===== config.mk =====
export PLATFORM = sky130hd
export DESIGN_NAME = sorted_priority_queue_flat
export DESIGN_NICKNAME = d
export VERILOG_FILES = /design/src/rtl/spq_pkg.sv /design/src/rtl/spq_if.sv /design/src/rtl/spq_ctrl.sv /design/src/rtl/spq_datapath.sv /design/src/rtl/sorted_priority_queue.sv /design/src/flat_wrapper.sv
export VERILOG_INCLUDE_DIRS = /design/src /design/src/rtl
export SDC_FILE = /design/constraint.sdc
export NUM_CORES = 1
export LEC_CHECK = 0
export BUFFER_PORTS_ARGS = -buffer_cell sky130_fd_sc_hd__buf_2
export CORE_MARGIN = 5
export CORE_UTILIZATION = 39
export DETAILED_ROUTE_END_ITERATION = 12
export SLEW_MARGIN = 10
export SYNTH_ARGS = -nofsm -noshare
export SYNTH_HDL_FRONTEND = slang
export SYNTH_HIERARCHICAL = 1
export SYNTH_SLANG_ARGS = --single-unit
export TNS_END_PERCENT = 5

===== constraint.sdc =====
create_clock -name clk_i -period 7.75 [get_ports clk_i]
set_clock_uncertainty 0.1 [all_clocks]
set_input_delay 1.1625 -clock clk_i [delete_from_list [all_inputs] [get_ports clk_i]]
set_output_delay 1.1625 -clock clk_i [all_outputs]
set_load 0.03 [all_outputs]

===== src/rtl/sorted_priority_queue_defines.svh =====
// Assertion macros for the sorted priority queue.
`ifndef SORTED_PRIORITY_QUEUE_DEFINES_SVH
`define SORTED_PRIORITY_QUEUE_DEFINES_SVH

`ifndef ASSERT_OFF
// Check a property on every edge once reset is released.
`define SPQ_ASSERT(lbl, prop, msg) \
  lbl: assert property (@(posedge clk_i) disable iff (!rst_ni) (prop)) else $error(msg);
// Check a property on every edge, reset included.
`define SPQ_ASSERT_ALWAYS(lbl, prop, msg) \
  lbl: assert property (@(posedge clk_i) (prop)) else $error(msg);
`else
`define SPQ_ASSERT(lbl, prop, msg)
`define SPQ_ASSERT_ALWAYS(lbl, prop, msg)
`endif

`endif


===== src/rtl/spq_pkg.sv =====
// Shared types and constants of the sorted priority queue.
package spq_pkg;

  localparam int unsigned DATA_W   = 32;
  localparam int unsigned PRIO_W   = 16;
  localparam int unsigned STATUS_W = 2;
  localparam int unsigned COUNT_W  = 5;

  localparam logic ACT_INSERT  = 1'b0;
  localparam logic ACT_EXTRACT = 1'b1;

  typedef enum logic [STATUS_W-1:0] {
    ST_INSERTED  = 2'd0,
    ST_EXTRACTED = 2'd1,
    ST_EMPTY     = 2'd2,
    ST_FULL      = 2'd3
  } status_e;

  typedef struct packed {
    logic signed [DATA_W-1:0] data;
    logic signed [PRIO_W-1:0] prio;
  } entry_t;

  // Controller to datapath
  typedef struct packed {
    logic    load;
    logic    scan_init;
    logic    shift;
    logic    place;
    logic    head_read;
    logic    pop;
    logic    emit;
    status_e status;
  } cmd_t;

  // Datapath to controller
  typedef struct packed {
    logic extract;
    logic full;
    logic empty;
    logic lt;
    logic last;
  } stat_t;

endpackage


===== src/rtl/spq_if.sv =====
// Channel interfaces of the sorted priority queue: request words and result words.
interface spq_in_if;
  logic                                 valid;
  logic                                 ready;
  logic                                 action;
  logic signed [spq_pkg::DATA_W-1:0]    data_in;
  logic signed [spq_pkg::PRIO_W-1:0]    priority_in;

  modport source (output valid, action, data_in, priority_in, input ready);
  modport sink   (input valid, action, data_in, priority_in, output ready);
endinterface

interface spq_out_if;
  logic                                 valid;
  logic                                 ready;
  logic signed [spq_pkg::DATA_W-1:0]    data_out;
  logic        [spq_pkg::STATUS_W-1:0]  status;
  logic        [spq_pkg::COUNT_W-1:0]   entry_count;
  logic                                 empty_res;

  modport source (output valid, data_out, status, entry_count, empty_res, input ready);
  modport sink   (input valid, data_out, status, entry_count, empty_res, output ready);
endinterface


===== src/rtl/spq_ctrl.sv =====
// Controller state machine of the sorted priority queue.
module spq_ctrl (
  input  logic           clk_i,
  input  logic           rst_ni,
  input  logic           in_valid_i,
  output logic           in_ready_o,
  input  logic           out_ready_i,
  output logic           out_valid_o,
  input  spq_pkg::stat_t stat_i,
  output spq_pkg::cmd_t  cmd_o
);

  typedef enum logic [2:0] {
    S_IDLE,
    S_DECODE,
    S_SCAN,
    S_PLACE,
    S_POP,
    S_EMIT
  } state_e;

  state_e            state_q, state_d;
  spq_pkg::status_e  res_q, res_d;
  logic              out_valid_q, out_valid_d;

  assign in_ready_o  = (state_q == S_IDLE);
  assign out_valid_o = out_valid_q;

  always_comb begin
    state_d = state_q;
    res_d   = res_q;
    cmd_o   = '0;
    cmd_o.status = res_q;
    case (state_q)
      S_IDLE: begin
        if (in_valid_i) begin
          cmd_o.load = 1'b1;
          state_d    = S_DECODE;
        end
      end
      S_DECODE: begin
        if (stat_i.extract) begin
          if (stat_i.empty) begin
            res_d   = spq_pkg::ST_EMPTY;
            state_d = S_EMIT;
          end else begin
            cmd_o.head_read = 1'b1;
            state_d         = S_POP;
          end
        end else if (stat_i.full) begin
          res_d   = spq_pkg::ST_FULL;
          state_d = S_EMIT;
        end else if (stat_i.empty) begin
          cmd_o.place = 1'b1;
          res_d       = spq_pkg::ST_INSERTED;
          state_d     = S_EMIT;
        end else begin
          cmd_o.scan_init = 1'b1;
          state_d         = S_SCAN;
        end
      end
      S_SCAN: begin
        if (stat_i.lt) begin
          // move the lower entry one slot toward the tail
          cmd_o.shift = 1'b1;
          if (stat_i.last) begin
            state_d = S_PLACE;
          end
        end else begin
          cmd_o.place = 1'b1;
          res_d       = spq_pkg::ST_INSERTED;
          state_d     = S_EMIT;
        end
      end
      S_PLACE: begin
        cmd_o.place = 1'b1;
        res_d       = spq_pkg::ST_INSERTED;
        state_d     = S_EMIT;
      end
      S_POP: begin
        cmd_o.pop = 1'b1;
        res_d     = spq_pkg::ST_EXTRACTED;
        state_d   = S_EMIT;
      end
      S_EMIT: begin
        // hold until the output register is free
        if (!out_valid_q || out_ready_i) begin
          cmd_o.emit = 1'b1;
          state_d    = S_IDLE;
        end
      end
      default: begin
        state_d = S_IDLE;
      end
    endcase
    out_valid_d = cmd_o.emit | (out_valid_q & ~out_ready_i);
  end

  always_ff @(posedge clk_i or negedge rst_ni) begin
    if (!rst_ni) begin
      state_q     <= S_IDLE;
      res_q       <= spq_pkg::ST_INSERTED;
      out_valid_q <= 1'b0;
    end else begin
      state_q     <= state_d;
      res_q       <= res_d;
      out_valid_q <= out_valid_d;
    end
  end

endmodule


===== src/rtl/spq_datapath.sv =====
// Datapath of the sorted priority queue: circular entry store, pointers and result register.
module spq_datapath #(
  parameter int unsigned CAPACITY = 16
) (
  input  logic                                clk_i,
  input  logic                                rst_ni,
  input  spq_pkg::cmd_t                       cmd_i,
  output spq_pkg::stat_t                      stat_o,
  input  logic                                action_i,
  input  logic signed [spq_pkg::DATA_W-1:0]   data_in_i,
  input  logic signed [spq_pkg::PRIO_W-1:0]   priority_in_i,
  output logic signed [spq_pkg::DATA_W-1:0]   data_out_o,
  output logic        [spq_pkg::STATUS_W-1:0] status_o,
  output logic        [spq_pkg::COUNT_W-1:0]  entry_count_o,
  output logic                                empty_res_o
);

  localparam int unsigned PtrW = (CAPACITY > 1) ? $clog2(CAPACITY) : 1;
  localparam int unsigned CntW = $clog2(CAPACITY + 1);
  localparam int unsigned SumW = CntW + 1;

  function automatic logic [PtrW-1:0] ptr_inc(input logic [PtrW-1:0] p);
    return (p == PtrW'(CAPACITY - 1)) ? '0 : p + PtrW'(1);
  endfunction

  function automatic logic [PtrW-1:0] ptr_dec(input logic [PtrW-1:0] p);
    return (p == '0) ? PtrW'(CAPACITY - 1) : p - PtrW'(1);
  endfunction

  spq_pkg::entry_t mem [CAPACITY];

  logic                             act_q;
  spq_pkg::entry_t                  item_q;
  logic [PtrW-1:0]                  head_q, wr_q, rd_q;
  logic [CntW-1:0]                  cnt_q, remain_q;
  spq_pkg::entry_t                  rdata_q;
  logic signed [spq_pkg::DATA_W-1:0] popped_q;

  logic signed [spq_pkg::DATA_W-1:0] data_out_q;
  spq_pkg::status_e                  status_q;
  logic [spq_pkg::COUNT_W-1:0]       count_out_q;
  logic                              empty_out_q;

  logic [SumW-1:0]  tail_sum;
  logic [PtrW-1:0]  tail;
  logic             we;
  logic [PtrW-1:0]  waddr, raddr;
  spq_pkg::entry_t  wdata;

  // First free slot behind the last held entry
  assign tail_sum = SumW'(head_q) + SumW'(cnt_q);
  assign tail     = (tail_sum >= SumW'(CAPACITY)) ? PtrW'(tail_sum - SumW'(CAPACITY))
                                                  : PtrW'(tail_sum);

  always_comb begin
    we    = cmd_i.shift | cmd_i.place;
    waddr = wr_q;
    wdata = cmd_i.shift ? rdata_q : item_q;
    if (cmd_i.scan_init) begin
      raddr = ptr_dec(wr_q);
    end else if (cmd_i.shift) begin
      raddr = ptr_dec(rd_q);
    end else begin
      raddr = head_q;
    end
  end

  always_ff @(posedge clk_i) begin
    if (we) begin
      mem[waddr] <= wdata;
    end
    rdata_q <= mem[raddr];
  end

  // Payload registers
  always_ff @(posedge clk_i) begin
    if (cmd_i.load) begin
      act_q       <= action_i;
      item_q.data <= data_in_i;
      item_q.prio <= priority_in_i;
    end
    if (cmd_i.pop) begin
      popped_q <= rdata_q.data;
    end
    if (cmd_i.emit) begin
      data_out_q  <= (cmd_i.status == spq_pkg::ST_EXTRACTED) ? popped_q : '0;
      status_q    <= cmd_i.status;
      count_out_q <= spq_pkg::COUNT_W'(cnt_q);
      empty_out_q <= (cnt_q == '0);
    end
  end

  // Pointers and counts
  always_ff @(posedge clk_i or negedge rst_ni) begin
    if (!rst_ni) begin
      head_q   <= '0;
      cnt_q    <= '0;
      wr_q     <= '0;
      rd_q     <= '0;
      remain_q <= '0;
    end else begin
      if (cmd_i.load) begin
        wr_q <= tail;
      end
      if (cmd_i.scan_init) begin
        rd_q     <= ptr_dec(wr_q);
        remain_q <= cnt_q;
      end
      if (cmd_i.shift) begin
        wr_q     <= rd_q;
        rd_q     <= ptr_dec(rd_q);
        remain_q <= remain_q - CntW'(1);
      end
      if (cmd_i.place) begin
        cnt_q <= cnt_q + CntW'(1);
      end
      if (cmd_i.pop) begin
        head_q <= ptr_inc(head_q);
        cnt_q  <= cnt_q - CntW'(1);
      end
    end
  end

  assign stat_o.extract = (act_q == spq_pkg::ACT_EXTRACT);
  assign stat_o.full    = (cnt_q == CntW'(CAPACITY));
  assign stat_o.empty   = (cnt_q == '0);
  assign stat_o.lt      = (rdata_q.prio < item_q.prio);
  assign stat_o.last    = (remain_q == CntW'(1));

  assign data_out_o    = data_out_q;
  assign status_o      = status_q;
  assign entry_count_o = count_out_q;
  assign empty_res_o   = empty_out_q;

endmodule


===== src/rtl/sorted_priority_queue.sv =====
// Top level of the sorted priority queue: controller, datapath and channel ports.
//
// A bounded max-priority queue of CAPACITY entries, each a 32-bit data word with a
// signed 16-bit priority. Request words arrive on in_i: action 0 inserts data_in at
// priority_in behind every held entry of equal or higher priority; action 1 removes
// the head entry. Every request gives exactly one result word on out_o: data_out
// (the removed data, else zero), status, entry_count after the request, empty_res.
// Entries sit in a circular store with one write and one registered read port.
// An extract reads the head entry, then pops it; a rejected request or an insert into an
// empty queue goes straight to its result; any other insert scans from the tail, moving
// each held entry of lower priority one slot toward the tail per cycle, then places it.
// One request is in flight at a time: the next is taken the cycle after its result
// enters the output register. The output register lets a new request be accepted
// while the previous result waits; if the receiver stalls, the finished result waits
// inside until that register frees. Reset (rst_ni low, asynchronous) empties the
// queue and drops any pending word; the entry store itself is not cleared, since only
// held slots are ever read.
`include "sorted_priority_queue_defines.svh"

module sorted_priority_queue #(
  parameter int unsigned CAPACITY = 16
) (
  input  logic      clk_i,
  input  logic      rst_ni,
  spq_in_if.sink    in_i,
  spq_out_if.source out_o
);

  spq_pkg::cmd_t  cmd;
  spq_pkg::stat_t stat;

  // Sequencing of each request word
  spq_ctrl u_ctrl (
    .clk_i       (clk_i),
    .rst_ni      (rst_ni),
    .in_valid_i  (in_i.valid),
    .in_ready_o  (in_i.ready),
    .out_ready_i (out_o.ready),
    .out_valid_o (out_o.valid),
    .stat_i      (stat),
    .cmd_o       (cmd)
  );

  // Entry store, pointers and result payload
  spq_datapath #(
    .CAPACITY (CAPACITY)
  ) u_datapath (
    .clk_i         (clk_i),
    .rst_ni        (rst_ni),
    .cmd_i         (cmd),
    .stat_o        (stat),
    .action_i      (in_i.action),
    .data_in_i     (in_i.data_in),
    .priority_in_i (in_i.priority_in),
    .data_out_o    (out_o.data_out),
    .status_o      (out_o.status),
    .entry_count_o (out_o.entry_count),
    .empty_res_o   (out_o.empty_res)
  );

  // The store is never written while a new word can be taken
  `SPQ_ASSERT(a_no_write_when_ready, in_i.ready |-> !(cmd.shift || cmd.place), "store written while idle")
  // A dropped insert is reported only when the queue is really full
  `SPQ_ASSERT(a_full_report, (cmd.emit && cmd.status == spq_pkg::ST_FULL) |-> stat.full, "full status without full queue")
  // Pop only from a non-empty queue
  `SPQ_ASSERT(a_pop_nonempty, cmd.pop |-> !stat.empty, "pop from empty queue")
  // An entry is moved back only if it ranks below the new one
  `SPQ_ASSERT_ALWAYS(a_shift_lower, cmd.shift |-> stat.lt, "shift of an entry of equal or higher priority")

endmodule


===== src/flat_wrapper.sv =====
// flat-port wrapper written by rule: the top's interface ports become plain ports
module sorted_priority_queue_flat 
#(
  parameter int unsigned CAPACITY = 16
)
  (clk_i, rst_ni, in_i_valid, in_i_action, in_i_data_in, in_i_priority_in, in_i_ready, out_o_valid, out_o_data_out, out_o_status, out_o_entry_count, out_o_empty_res, out_o_ready);
  spq_in_if in_i_i ();
  spq_out_if out_o_i ();
  input  logic clk_i;
  input  logic rst_ni;
  input wire logic [$bits(in_i_i.valid)-1:0] in_i_valid;
  input wire logic [$bits(in_i_i.action)-1:0] in_i_action;
  input wire logic [$bits(in_i_i.data_in)-1:0] in_i_data_in;
  input wire logic [$bits(in_i_i.priority_in)-1:0] in_i_priority_in;
  output wire logic [$bits(in_i_i.ready)-1:0] in_i_ready;
  output wire logic [$bits(out_o_i.valid)-1:0] out_o_valid;
  output wire logic [$bits(out_o_i.data_out)-1:0] out_o_data_out;
  output wire logic [$bits(out_o_i.status)-1:0] out_o_status;
  output wire logic [$bits(out_o_i.entry_count)-1:0] out_o_entry_count;
  output wire logic [$bits(out_o_i.empty_res)-1:0] out_o_empty_res;
  input wire logic [$bits(out_o_i.ready)-1:0] out_o_ready;
  assign in_i_i.valid = in_i_valid;
  assign in_i_i.action = in_i_action;
  assign in_i_i.data_in = in_i_data_in;
  assign in_i_i.priority_in = in_i_priority_in;
  assign in_i_ready = in_i_i.ready;
  assign out_o_valid = out_o_i.valid;
  assign out_o_data_out = out_o_i.data_out;
  assign out_o_status = out_o_i.status;
  assign out_o_entry_count = out_o_i.entry_count;
  assign out_o_empty_res = out_o_i.empty_res;
  assign out_o_i.ready = out_o_ready;
  sorted_priority_queue #(.CAPACITY(CAPACITY)) u_core (.clk_i(clk_i), .rst_ni(rst_ni), .in_i(in_i_i), .out_o(out_o_i));
endmodule

==> qor.yml <==
route:
  drc: 0
  dr.pass1.iters: 5
  vias_per_cell: 5.45
  wl_per_cell_um: 25.0
  via_count: 19500
  wl_mm: 89.4
  ant_nets: 0
  drt_iter0_markers: 1692
clocking:
  ctsHtreeMaxLevel: 3
  cts_buffers: 100
  cts.sinks: 965
  clk_pin_slew_ns: 0.06
  cts_tree: "done"
  ctsResizeCount: 0
  clk_latency_ns: 0.68
  clockBufferDepth: 3
  root_buffer: "clkbuf_16"
  post-cts-setup-buffer-count: 0
  cts_hold_repair.buffers: 0
die:
  die_w_um: 322
  core_um2: 96900
  start_util_pct: 39.3
  die_height_um: 322
  dieArea_um2: 104000
  fp-row-count: 114
  io_pins: 95
sta:
  layout_min_cycle_time_ns: 5.97
  tns_ns: 0
  slew_viol_final: 0
  fin_crit_sh_pct: 77.0
  fmax_mhz: 168
  tightest_slew_ns: 1.12
  setup_viol: 0
  hold-worst-slack_ns: 0.330
  maxSlewHeadroom_pct: 25.3
  hold_violations: 0
  rsz0062_at_grt: "false"
layout:
  design_area_um2: 43700
  layout-drive-gt1-share_pct: 19.5
  final_cells: 3572
  insertedDiodeCount: 0
  area_growth_pct: 14.9
  nets: 2299
critical_path:
  end_kind: "flip-flop"
  crit_required_ns: 8.24
  critPathMaxFanout: 61
  critPathKind: "reg2reg"
  cp-start-kind: "flip-flop"
  critical_path_arrival_ns: 6.46
placement:
  place.gp.congestion: 0.746
  placed_area_um2: 40200
  dp.cells: 3389
  hpwl_mm: 46.9
  port_buffers: 94
status:
  status: "complete, no violations"
power:
  peakVddDrop_v: 0.000325
  p_per_area_nw_per_um2: 419
  p_leak_nw: 15.3
run:
  maxCapViolCount: 0
global_route:
  globalRoute.totalOverflow: 0
  grt_pass1_vias: 20400
  antenna_found_initial: 0
  grt_max_degree: 88
  track_usage_pct: 17.0
  grt_pass1_wl_mm: 133
yosys:
  synthesis.nets: 2161
  synth.avg_cell_area_um2: 18.3
  synth_warnings: 6
  syn_inst: 2077
  mappedNetlistArea_um2: 38100
worst_hold_path:
  hp-class: "reg2reg"
flip-flops by register name (all words and copies together) (netlist names), 2 cells and up:
register                         cells
u_core/u_datapath/mem              768
u_core/u_datapath/item_q            48
u_core/u_datapath/rdata_q           48
u_core/u_datapath/data_out_o        32
u_core/u_datapath/popped_q          32
u_core/u_datapath/cnt_q              5
u_core/u_datapath/entry_count_o      5
u_core/u_datapath/remain_q           5
u_core/u_datapath/head_q             4
u_core/u_datapath/rd_q               4
u_core/u_datapath/waddr              4
u_core/u_ctrl/state_q                3
u_core/u_ctrl/res_q                  2
u_core/u_datapath/status_o           2
critical path, stage by stage (launching register included):
cell and delay [ns]:
edfxtp_1 0.37, inv_1 0.08, ha_1 0.25, a21o_1 0.17, a21oi_1 0.15, nor2_1 0.06
a2111oi_0 0.42, o211ai_1 0.16, o22ai_1 0.69, and3_4 0.39, buf_4 0.57, nor2_2 0.05
buf_4 0.26, o31ai_4 0.57, buf_12 0.42, a221o_1 0.22, a21oi_1 0.06, a2111oi_0 0.62
a311o_1 0.21
area by class of cell:
type                    count  area (um^2)
multi-input cells         958         9010
flip-flops and latches    965        28400
clock inverters            61          838
inverters                  34          128
repair buffers            156         1150
well taps                1276         1600
fillers                  8235        53100
clock buffers             122         2660
report_power, final:
group / internal (mW) / leakage (nW) / switching, mW
Sequential: 6.68 / 8.78 / 0.331
Combinational: 2.52 / 4.79 / 3.76
Clock: 3.02 / 1.70 / 2.01
Total: 12.2 / 15.3 / 6.09
routing by layer:
metal / global-route usage [%] / routed length (um)
met1: 23.5 / 39500
met2: 28.1 / 42700
met3: 2.50 / 4700
met4: 5.56 / 2480
met5: 0 / 0
final timing paths:
kind / slack (ns) / to / startpoint / cells after the start
worst max-delay path: 1.78 / u_core/u_datapath/rdata_q[25] / u_core/u_datapath/item_q[9] / 18
worst min-delay path: 0.33 / u_core/u_datapath/popped_q[21] / u_core/u_datapath/rdata_q[37] / 0
worst max register to register: 1.78 / u_core/u_datapath/rdata_q[25] / u_core/u_datapath/item_q[9] / 18
worst min register to register: 0.33 / u_core/u_datapath/popped_q[21] / u_core/u_datapath/rdata_q[37] / 0
max in group asynchronous: 6.64 / u_core/u_datapath/head_q[3] / rst_ni / 1
min in group asynchronous: 0.45 / u_core/u_ctrl/state_q[1] / rst_ni / 1
cells in the final DEF (no fill, tap or decap), drive strengths merged, types with 3 or more instances in the layout:
master / count
nor3b: 5
a2111oi: 14
clkbuf: 122
xor2: 5
ha: 29
mux2i: 335
dfrtp: 28
and2: 53
a311o: 13
nand2: 45
a21o: 6
nand3: 3
edfxtp: 889
buf: 156
clkinvlp: 4
clkinv: 37
xnor2: 8
o311ai: 3
o311a: 26
o22ai: 37
mux4: 61
a2111o: 13
a221o: 48
nor2: 56
nor2b: 6
a211oi: 15
nand4: 3
mux2: 35
o21ai: 37
bufinv: 17
a21oi: 27
o21a: 3
inv: 37
o211ai: 4
nor3: 9
dfxtp: 48
and3: 28
nand2b: 8
through the flow:
step                utilization [%]  worst slack [ns]  power (mW)
floorplan                         -              3.49        11.7
global placement               41.5              1.86        13.3
detailed placement             41.5              1.83        13.4
CTS                            45.2              1.78        18.5
global route                   45.2              1.35        19.2
finish                         45.2              1.78        18.3
No activity file was read; power rests on OpenSTA's default activity.
